==> src/rtl/core/ppt_pkg.sv <==
// Package: widths, register indexes, reset rows, lane helpers
`timescale 1ns / 1ps
package ppt_pkg;
   localparam int CoordWidth = 32;
   localparam int RowWidth   = 64;
   localparam int CoefWidth  = 16;
   localparam int SumWidth   = 50;
   localparam int AbsWidth   = 49;
   // dividend is |numerator| scaled by 2^16 for a Q16.16 quotient
   localparam int NumWidth   = AbsWidth + 16;
   // quotient magnitude bits kept before saturation check (2^32 covers the limit)
   localparam int QuotWidth  = 33;
   localparam int IndexWidth = 2;

   typedef enum logic [IndexWidth-1:0] {
      REG_ROW_X = 2'd0,
      REG_ROW_Y = 2'd1,
      REG_ROW_Z = 2'd2,
      REG_ROW_W = 2'd3
   } reg_index_type;

   localparam logic [RowWidth-1:0] RowXReset = 64'h0000_0000_0000_1000;
   localparam logic [RowWidth-1:0] RowYReset = 64'h0000_0000_1000_0000;
   localparam logic [RowWidth-1:0] RowZReset = 64'h0000_1000_0000_0000;
   localparam logic [RowWidth-1:0] RowWReset = 64'h1000_0000_0000_0000;

   localparam logic [CoordWidth-1:0] PosLimit = 32'h7FFF_FFFF;
   localparam logic [CoordWidth-1:0] NegLimit = 32'h8000_0000;

   // one lane of the divide data passed from cell to cell
   typedef struct packed {
      logic [NumWidth-1:0]  rem;
      logic [QuotWidth-1:0] quo;
      logic                 neg;
      logic                 big;
   } lane_type;

   typedef struct packed {
      logic                valid;
      lane_type [2:0]      lanes;
      logic [AbsWidth-1:0] den;
      logic                zero;
   } cell_data_type;
endpackage

==> src/rtl/core/ppt_cell.sv <==
// One restoring-division cell: one quotient bit for each of three lanes
`timescale 1ns / 1ps
module ppt_cell #(
   parameter int Shift = 0
) (
   input  logic                   clock,
   input  logic                   reset,
   input  logic                   advance,
   input  ppt_pkg::cell_data_type in_data,
   output ppt_pkg::cell_data_type out_data
);
   import ppt_pkg::*;

   cell_data_type data_ff, data_in;
   logic [AbsWidth+QuotWidth:0] trial [3];
   logic [AbsWidth+QuotWidth:0] dsh;

   // compare rem against den << Shift, no wide shifter at runtime
   always_comb begin
      data_in = in_data;
      dsh = (AbsWidth+QuotWidth+1)'(in_data.den) << Shift;
      for (int l = 0; l < 3; l++) begin
         trial[l] = (AbsWidth+QuotWidth+1)'(in_data.lanes[l].rem);
         if (trial[l] >= dsh) begin
            data_in.lanes[l].rem = NumWidth'(trial[l] - dsh);
            data_in.lanes[l].quo[Shift] = 1'b1;
         end
      end
   end

   always_ff @(posedge clock) begin
      if (reset) data_ff.valid <= 1'b0;
      else if (advance) data_ff.valid <= data_in.valid;
      if (advance) begin
         data_ff.lanes <= data_in.lanes;
         data_ff.den   <= data_in.den;
         data_ff.zero  <= data_in.zero;
      end
   end
   assign out_data = data_ff;
endmodule

==> config.mk <==
export PLATFORM = sky130hd
export DESIGN_NAME = ppt_cell
export DESIGN_NICKNAME = d
export VERILOG_FILES = /design/src/rtl/core/ppt_pkg.sv /design/src/rtl/core/ppt_cell.sv
export SDC_FILE = /design/constraint.sdc
export NUM_CORES = 1
export LEC_CHECK = 0
export ABC_AREA = 1
export BUFFER_PORTS_ARGS = -buffer_cell sky130_fd_sc_hd__buf_4
export CAP_MARGIN = 10
export CORE_ASPECT_RATIO = 1.5
export CORE_MARGIN = 1.5
export CORE_UTILIZATION = 35
export DETAILED_ROUTE_END_ITERATION = 10
export GPL_TIMING_DRIVEN = 1
export MAX_ROUTING_LAYER = met4
export PLACE_DENSITY = 0.57
export SYNTH_ARGS = -nofsm -noshare
export SYNTH_HDL_FRONTEND = slang
export SYNTH_SLANG_ARGS = --single-unit
==> constraint.sdc <==
create_clock -name clock -period 3.8 [get_ports clock]
set_input_delay 0.19 -clock clock [delete_from_list [all_inputs] [get_ports clock]]
set_output_delay 0.19 -clock clock [all_outputs]
set_load 0.05 [all_outputs]
# ---- Yosys cells after proc, flatten, opt, wreduce, memory -nomap -nowiden
# Index checks and enable logic that the tools add are counted.
dict set report totals {
  ff_bits 351
  inputBits 354
  output_inout_bits 351
  wordCells 27
}
dict set report op_classes {
  n_addsub 3
  order_cmp 3
  mux 3
}
# cell n
set ops {}
lappend ops {{greater-or-equal comparator 65 x 49 -> 1 bit} 3}
lappend ops {{two-way mux 65 bit} 3}
lappend ops {{subtractor 65 x 49 -> 65 bit} 3}

# ---- Logic depth before layout (Yosys ltp)
# Gate-level depths: netlist of run 1.
dict set report depth {
  word_depth 2
  ltp_mapped 19
  ltp_nobuf 17
}

# ---- Worst setup path before layout of run 1
# Ideal clock, no wire load.
dict set report synth_path {
  path_kind {input to register}
  from {input port in_data[43] in the netlist's numbering}
  to {register data_ff (netlist bit out_data[104]) (data pin)}
  setup_time_ns 0.252
  t_arrival_ns 1.804
  required_time_ns 3.548
  setup_slack_ns 1.744
  path_stages 12
  n_path_buf 2
  path_cell_list {inv_1 > ha_1 > a21oi_1 > o21ai_1 > a21oi_1 > nand2_1 > a21oi_2 > nand3_2 > buf_4 > buf_4 > nand2_1 > nand2_1}
}
# element line
set synth_rtl {}
lappend synth_rtl {{from (decl)} ppt_cell.sv:9} ;# input ppt_pkg::cell_data_type in_data,
lappend synth_rtl {{to (decl)} ppt_cell.sv:14} ;# cell_data_type data_ff, data_in;

==> results summary, run 1 <==
Once layout is complete, the cells apart from fillers number 6806. The highest metal layer carrying signal wires in the routed design is met4. Before antenna repair, the detailed router went through 8 iterations.

The number of setup buffers added after CTS is 0. The run finished with clean final reports. The Yosys step of the flow raised 0 warnings. At the pin with the least slew margin, the transition time is 0.9261 ns. The final net count came out at 6139.

The routability congestion estimate from global placement came out at 1.059. The wire length after detailed routing came out at 153.3 mm. The area added between synthesis and finish came out at 39.35%. The detailed-routing wirelength on met1 came out at 56.22 mm. The worst setup path is launched from an input port.

The total of buffers placed on input and output ports came out at 704. The wire length on met3 came out at 8.419 mm. The number of global-route vias before repair is 31860. The number of max-slew violations in the final report came out at 0. Among the stages of the critical path, the cell type that occurs most often is sky130_fd_sc_hd__nand2_1. Counting tap cells, the placed design contains a total of 6369 instances. The I/O pin count is 705.

The number of standard-cell rows in the floorplan is 130. The post-cts resize count came out at 0. The highest cell delay on the worst timing path is 0.66 ns.

For this run, design rule violations remaining after detail routing come to 0. The top cell types in the final layout, fill and taps aside, are sky130_fd_sc_hd__nand2_1, sky130_fd_sc_hd__inv_1, sky130_fd_sc_hd__buf_4. The total congestion overflow after global routing came out at 0. The worst-case reg-to-reg path depth came out at 3.

Dividing the detail-routed wire length by the instance count gives 22.52 um. TritonCTS built the clock tree. The net count after synthesis is 5057. The clock sink count is 351. The maximum clock frequency came out at 277.4 MHz. The initial core utilization came out at 35.22%. The number of vias per cell after detailed routing came out at 4.723. The type of the tightest min-delay check is in -> reg. The post-place setup slack came out at 0.2759 ns. The detailed placement HPWL is 128.6 mm. The share of synthesized flip-flops with an asynchronous set or reset is 0%. The power density relative to cell area is 370.6 mW/mm^2. The vertical extent of the die came out at 357.9 um. The final period demand of the worst path came out at 3.605 ns.

The kind of capture point of the worst setup path is a flip-flop. The post-route core utilization came out at 49.08%. The global-route wire length before repair is 213.4 mm. The maximum count of clock buffers along a single path came out at 3.

The hold violation count in the final report is 0. After clock tree synthesis, the clock-pin slew on the worst setup and hold paths is 0.07 ns. The total routing usage reported by global routing is 36.05%. In this run the static leakage power is 22.01 nW.

The signal arrival time at the worst endpoint came out at 4.08 ns. The routed wire length on met2 came out at 76.33 mm. The initial antenna violation count is 16. The portion of the clock cycle consumed by the worst path in the final layout came out at 94.87%. Measured against its own limit, the worst slew margin works out to 38.19%. The number of setup violations in the final report is 0. The count of mapped cells out of synthesis is 4553. The worst slack on hold paths came out at 0.03389 ns. The tree is rooted in a sky130_fd_sc_hd__clkbuf_16. The maximum number of pins on one net before global-route repair came out at 84. The number of clock buffers added by TritonCTS is 41.

The maximum level of the CTS H-tree is 2. The class of the most critical setup path is in -> reg. Leaving out fill and tap cells, the most frequent cell in the layout is sky130_fd_sc_hd__nand2_1. Measured along the x axis, the die boundary spans 239.6 um. The mapped cell area came out at 0.02939 mm^2.

The count of nets left with antenna violations after detail routing came out at 0. Each instance of the synthesized netlist takes up on average 6.455 um^2. The cell with the largest stage delay on the worst path is sky130_fd_sc_hd__inv_1. The data required time at the worst endpoint came out at 4.28 ns. The maximum fanout encountered on the critical timing path is 21. The core area is 0.08344 mm^2. In this run, synthesis inferred 350 flip-flops with an integrated enable. The worst-skew pair later-pin latency is 0.60 ns.

The accumulated negative setup slack came out at 0 ns. The smallest setup slack after layout is 0.1950 ns. The most used flip-flop cell after synthesis is sky130_fd_sc_hd__edfxtp_1. Setup repair after global routing left no endpoint under its margin. The max capacitance violation total is 0. The number of flip-flops under the largest register name came out at 351. The peak ir drop on the vdd network came out at 0.0003233 V. After synthesis the netlist holds a flip-flop and latch count of 351.

The sequential share of the synthesized area is 35.83%. The via count is 32142. The area of the die is 0.08575 mm^2. The critical path contains buffers and inverters numbering 5 combined. The number of unique standard cell types used by synthesis came out at 39. The critical path runs through a total of 14 cells. The signal on the critical path passes through dlygate4sd3_1 -> buf_4 -> inv_1 -> ha_1 -> a21oi_1 -> o21ai_0 -> a21oi_1 -> nand2_1 -> inv_1 -> nand2_1 -> nor2_4 -> buf_4 -> nand4_1 -> nand2_1. In this run, the number of DRC markers left after iteration 0 of detailed routing was 2143. The worst hold path was traced through 5 stages. The final clock skew came out at 0 ns.

The cell family contributing the most delay on the critical path is buffers and inverters. In the final layout, the share of cells above drive strength 1 is 15.79%. The count of hold buffers inserted by post-cts repair came out at 345.
==> worst reg2reg max path: cells and delay by family, from the launching register on <==
family        cells  cell delay (ns)
flops             1             0.31
mux               1             0.14
simple gates      1             0.06
buf+inv           1             0.55
==> cells in the mapped netlist (4+ instances only) <==
library cell / n / area share, %
sky130_fd_sc_hd__nand3_2: 7 / 0.24
sky130_fd_sc_hd__clkbuf_1: 7 / 0.089
sky130_fd_sc_hd__buf_4: 5 / 0.13
sky130_fd_sc_hd__ha_1: 147 / 6.3
sky130_fd_sc_hd__and2_1: 13 / 0.28
sky130_fd_sc_hd__inv_1: 955 / 12
sky130_fd_sc_hd__inv_2: 31 / 0.40
sky130_fd_sc_hd__xnor2_1: 4 / 0.12
sky130_fd_sc_hd__nand2_1: 2057 / 26
sky130_fd_sc_hd__nor2_4: 4 / 0.15
sky130_fd_sc_hd__nand3_1: 141 / 2.4
sky130_fd_sc_hd__nand2_2: 13 / 0.28
sky130_fd_sc_hd__and3_1: 7 / 0.15
sky130_fd_sc_hd__nor4_1: 14 / 0.30
sky130_fd_sc_hd__a21oi_1: 94 / 1.6
sky130_fd_sc_hd__nor3_1: 27 / 0.46
sky130_fd_sc_hd__a21oi_2: 11 / 0.33
sky130_fd_sc_hd__nand4_1: 81 / 1.7
sky130_fd_sc_hd__xor2_1: 89 / 2.7
sky130_fd_sc_hd__o21bai_1: 5 / 0.13
sky130_fd_sc_hd__buf_6: 13 / 0.50
sky130_fd_sc_hd__edfxtp_1: 350 / 36
sky130_fd_sc_hd__o21ai_0: 27 / 0.46
sky130_fd_sc_hd__buf_2: 21 / 0.36
sky130_fd_sc_hd__nor2_2: 18 / 0.38
sky130_fd_sc_hd__nand3b_1: 48 / 1.2
sky130_fd_sc_hd__nor2_1: 338 / 4.3
sky130_fd_sc_hd__or2_2: 4 / 0.085
==> routing by layer <==
layer	vias up	GRT usage [%]
met5	-	-
met4	0	24.90
met3	352	5.119
met2	1173	62.97
met1	14599	37.28
li1	16018	-
==> cell type report <==
class,count,area [um^2]
antenna,17,42.54
clock buffer,47,1049
clock inverter,28,286.5
fill,8653,42490
inverter,988,3709
multi-input combinational,3167,14830
sequential,351,10530
tap,1122,1404
timing repair buffer,1086,9099
==> kinds of logic after synthesis <==
kind of cell / Yosys count / synth area share, %
fa+ha+maj: 150 / 6.463
xor+xnor: 93 / 2.772
mux: 1 / 0.03406
simple gates: 2781 / 38.54
flops: 351 / 35.83
buf+inv: 1035 / 13.74
compound gates: 142 / 2.618
==> report_power, final <==
| group | leakage, nW | internal [mW] | switching [mW] | total (mW) |
|---|---|---|---|---|
| logic | 18.0 | 1.85 | 4.20 | 6.05 |
| registers | 3.43 | 4.82 | 0.206 | 5.03 |
| clock network | 0.625 | 2.22 | 1.88 | 4.10 |
| total | 22.0 | 8.89 | 6.28 | 15.2 |
==> final timing paths <==
path | from | to | slack (ns)
setup / recovery | in_data[49] | out_data[305] | 0.19
hold / removal | in_data[336] | out_data[336] | 0.03
setup reg to reg | out_data[350] | out_data[350] | 2.62
hold reg to reg | out_data[350] | out_data[350] | 1.10
==> stage by stage <==
step / cell area, um^2 / power, mW
2_1_floorplan: 29390 / 8.488
3_3_place_gp: 36120 / 10.78
3_5_place_dp: 36120 / 10.78
4_1_cts: 40910 / 15.23
5_1_grt: 40950 / 15.78
6_report: 40950 / 15.18
Note: power is estimated with default switching activity, not from simulation.
==> inputs of run 2 (changes only) <==
==> config.mk (replaced) <==
export PLATFORM = sky130hd
export DESIGN_NAME = ppt_cell
export DESIGN_NICKNAME = d
export VERILOG_FILES = /design/src/rtl/core/ppt_pkg.sv /design/src/rtl/core/ppt_cell.sv
export SDC_FILE = /design/constraint.sdc
export NUM_CORES = 1
export LEC_CHECK = 0
export BUFFER_PORTS_ARGS = -buffer_cell sky130_fd_sc_hd__buf_4
export CAP_MARGIN = 10
export CORE_AREA = 2 2 271 273
export DETAILED_ROUTE_END_ITERATION = 10
export DIE_AREA = 0 0 273 275
export GPL_TIMING_DRIVEN = 1
export MAX_ROUTING_LAYER = met4
export PLACE_DENSITY = 0.54
export SYNTH_ARGS = -nofsm -noshare
export SYNTH_HDL_FRONTEND = slang
export SYNTH_SLANG_ARGS = --single-unit
==> results summary, run 2 <==
Run status: complete, no violations (unchanged). The root buffer cell is sky130_fd_sc_hd__clkbuf_16 (unchanged). The filler-free cell count of the finished design came out at 4286 (was 6806). The final period demand of the worst path came out at 3.640 ns (was 3.605 ns). The total congestion overflow after global routing came out at 0 (unchanged).

The mapped cell area came out at 0.02218 mm^2 (was 0.02939 mm^2). The via count is 21745 (was 32142). The total of buffers placed on input and output ports came out at 704 (unchanged). The area of the multi-input gates came out at 0.01093 mm^2 (was 0.01483 mm^2). The post-route core utilization is 46.90% (was 49.08%). Area contributors post-synth: sky130_fd_sc_hd__edfxtp_1, sky130_fd_sc_hd__ha_1, sky130_fd_sc_hd__a21oi_1 (was sky130_fd_sc_hd__edfxtp_1, sky130_fd_sc_hd__nand2_1, sky130_fd_sc_hd__inv_1).

The average wire per cell in the routed design came to 22.41 um (was 22.52 um). The number of setup violations in the final report is 0 (unchanged). The power density relative to cell area came out at 425.8 mW/mm^2 (was 370.6 mW/mm^2). The max capacitance violation total came out at 0 (unchanged).

The data required time at the worst endpoint came out at 4.11 ns (was 4.28 ns). The worst setup path startpoint is in_data[18] (was in_data[49]). The number of CTS-inserted buffers is 43 (was 41). The share of synthesized flip-flops with an asynchronous set or reset came out at 0% (unchanged). The layout filler cell count is 6797 (was 8653). The maximum count of clock buffers along a single path is 3 (unchanged). The design area is 0.03393 mm^2 (was 0.04095 mm^2).

The signal arrival time at the worst endpoint came out at 3.95 ns (was 4.08 ns). The smallest setup slack after layout is 0.1600 ns (was 0.1950 ns). The I/O pin count is 705 (unchanged). The cell with the largest stage delay on the worst path was sky130_fd_sc_hd__dlygate4sd3_1 (was sky130_fd_sc_hd__inv_1). The maximum fanout encountered on the critical timing path came out at 6 (was 21). The count of nets left with antenna violations after detail routing is 0 (unchanged). The Yosys warning count is 0 (unchanged). The number of flip-flops under the largest register name is 351 (unchanged). The number of flops mapped to enable cells by yosys came out at 350 (unchanged). The origin of the worst min-delay path was in_data[312] (was in_data[336]).

The x dimension of the die is 273 um (was 239.6 um). The most numerous cell in the Yosys netlist is sky130_fd_sc_hd__edfxtp_1 (was sky130_fd_sc_hd__nand2_1). The static leakage came out at 14.20 nW (was 22.01 nW). The sequential cell area in the final layout is 0.01053 mm^2 (unchanged).

The accumulated negative setup slack was 0 ns (unchanged). Crit path cell chain: dlygate4sd3_1 -> buf_4 -> inv_1 -> ha_1 -> a21oi_1 -> o211ai_1 -> a221oi_1 -> o211ai_2 -> a211oi_2 -> o21ai_2 -> a21oi_2 -> o311ai_4 -> nor4_1 -> xor2_1 (was dlygate4sd3_1 -> buf_4 -> inv_1 -> ha_1 -> a21oi_1 -> o21ai_0 -> a21oi_1 -> nand2_1 -> inv_1 -> nand2_1 -> nor2_4 -> buf_4 -> nand4_1 -> nand2_1). The routability congestion estimate from global placement is 0.9669 (was 1.059). The class of the most critical setup path is in -> reg (unchanged). The count of mapped cells out of synthesis came out at 2193 (was 4553). The share of layout cells above drive strength 1 is 27.96% (was 15.79%). The placed standard-cell area came out at 0.02910 mm^2 (was 0.03612 mm^2). The library cell with the largest summed area after synthesis is sky130_fd_sc_hd__edfxtp_1 (unchanged). The initial core utilization is 30.66% (was 35.22%). The core area was 0.07234 mm^2 (was 0.08344 mm^2). The number of synthesized register bits is 351 (unchanged).

The clock slew at the register clock pins of the worst setup and hold paths came to 0.06 ns (was 0.07 ns). The remaining max-slew budget at the tightest pin came out at 37.48% (was 38.19%). The number of standard-cell rows in the floorplan came out at 99 (was 130). The maximum level of the CTS H-tree is 2 (unchanged).

The transition at the pin with the smallest max-transition slack is 0.9378 ns (was 0.9261 ns). The portion of the clock cycle consumed by the worst path in the final layout came out at 95.79% (was 94.87%). The highest cell delay on the worst timing path came out at 0.53 ns (was 0.66 ns). The wire length after detailed routing is 96.03 mm (was 153.3 mm). The final net count is 3786 (was 6139). The clock sink count came out at 351 (unchanged).

The area added between synthesis and finish came to 52.95% (was 39.35%). The global-route wire length before repair is 137.6 mm (was 213.4 mm). The commonest non-fill, non-tap cell in the layout is sky130_fd_sc_hd__buf_4 (was sky130_fd_sc_hd__nand2_1). The sequential share of the synthesized area is 47.47% (was 35.83%). The vertical extent of the die is 275 um (was 357.9 um). The mean instance size in the synthesized netlist is 10.12 um^2 (was 6.455 um^2). The maximum clock frequency came out at 274.7 MHz (was 277.4 MHz). The number of placed instances with taps included came to 3859 (was 6369).

The overall power is 14.45 mW (was 15.18 mW). The number of global-route vias before repair came to 21945 (was 31860). Commonest cells after routing, fill and taps aside: sky130_fd_sc_hd__buf_4, sky130_fd_sc_hd__edfxtp_1, sky130_fd_sc_hd__dlygate4sd3_1 (was sky130_fd_sc_hd__nand2_1, sky130_fd_sc_hd__inv_1, sky130_fd_sc_hd__buf_4). Most frequent cells after synthesis: sky130_fd_sc_hd__edfxtp_1, sky130_fd_sc_hd__a21oi_1, sky130_fd_sc_hd__nand2_1 (was sky130_fd_sc_hd__nand2_1, sky130_fd_sc_hd__inv_1, sky130_fd_sc_hd__edfxtp_1).

The detailed-route DRC error count came out at 0 (unchanged). The critical path launch point type is an input port (unchanged). The type of the tightest min-delay check was in -> reg (unchanged). The hold violation count in the final report came out at 0 (unchanged). The leading register cell type out of synthesis is sky130_fd_sc_hd__edfxtp_1 (unchanged).

The detailed placement HPWL came to 77.67 mm (was 128.6 mm). The final clock skew came out at 0 ns (unchanged). The worst-skew pair later-pin latency came out at 0.58 ns (was 0.60 ns). The number of max-slew violations in the final report came to 0 (unchanged).

The initial antenna violation count is 12 (was 16). The area of the die is 0.07508 mm^2 (was 0.08575 mm^2). The number of vias per cell after detailed routing is 5.073 (was 4.723). The peak ir drop on the vdd network is 0.0003124 V (was 0.0003233 V). The worst slack on hold paths is 0.02897 ns (was 0.03389 ns). The iteration count of the initial detailed-routing pass came out at 6 (was 8).

The total routing usage reported by global routing is 25.14% (was 36.05%). The beginning of the worst register-to-register path is out_data[350] (unchanged). The maximum number of pins on one net before global-route repair came to 108 (was 84). The kind of capture point of the worst setup path was a flip-flop (unchanged). The clock tree from TritonCTS is built (unchanged). The post-place setup slack is -0.04990 ns (was 0.2759 ns). The share of the synthesized area in the top cell type came to 47.38% (was 35.76%).

The net count after synthesis was 2697 (was 5057). The number of DRC markers after the initial detailed-route iteration is 1472 (was 2143). The number of unique standard cell types used by synthesis is 83 (was 39).
[run 2: changes by cell type in the layout (fill, tap and decap cells not counted), sizes merged, moves of 41 or more]
cell / delta
a21o: +56
a21oi: +155
buf: +70
inv: -890
nand2: -1875
nand3: -114
nand3b: -41
nor2: -183
o21ai: +117
xnor2: +99
[run 2: logic make-up (layout without fill, tap and decap cells)]
logic type	count (synthesis)	in the layout	share of synthesized area, %
AOI/OAI and AO/OA	645	645	17.77
DFF	351	351	47.47
adders and majority gates	150	150	8.562
xor gates and xnor gates	182	182	7.186
other	0	12	0
and+or+nand+nor	657	657	14.61
buffers and inverters	194	1316	3.576
muxes	14	14	0.8235
[run 2: layout make-up]
cell class / instances / share of cell area (%)
antenna: 12 / 0.08851
clock buffer: 51 / 3.323
clock inverter: 27 / 0.7745
inverter: 95 / 1.051
multi-input combinational: 1648 / 32.21
sequential: 351 / 31.04
tap: 959 / 3.537
timing repair buffer: 1143 / 27.98
[run 2: repair_timing]
item	CTS	global route
setup endpoints to repair	0	25
endpoints found under the hold margin	330	0
buffers inserted	0	5
hold buffers	332	0
resized for setup	0	13
[run 2: critical path: cells and delay by family]
family | cells | cell delay (ns)
xor gates and xnor gates | 1 | 0.11
buffers and inverters | 3 | 0.88
AOI/OAI and AO/OA | 8 | 2.11
and+or+nand+nor | 1 | 0.30
adders and majority gates | 1 | 0.34
[run 2: final timing paths]
check | endpoint | slack, ns | cells past startpoint
setup / recovery | out_data[243] | 0.16 | 14
hold / removal | out_data[312] | 0.03 | 3
setup reg to reg | out_data[350] | 2.62 | 3
hold reg to reg | out_data[350] | 1.09 | 3
[run 2: power by group]
group | switching [mW] | total [mW] | leakage (nW) | internal, mW
logic | 3.44 | 5.33 | 10.1 | 1.89
registers | 0.168 | 5.01 | 3.43 | 4.84
clock network | 1.71 | 4.11 | 0.680 | 2.40
[run 2: routing by layer]
| layer | vias to the layer above | track usage [%] | part of all wire [%] |
|---|---|---|---|
| met5 | - | - | 0 |
| met4 | 0 | 7.118 | 2.6 |
| met3 | 110 | 4.696 | 6.7 |
| met2 | 772 | 42.24 | 49 |
| met1 | 10480 | 30.81 | 42 |
| li1 | 10383 | - | - |
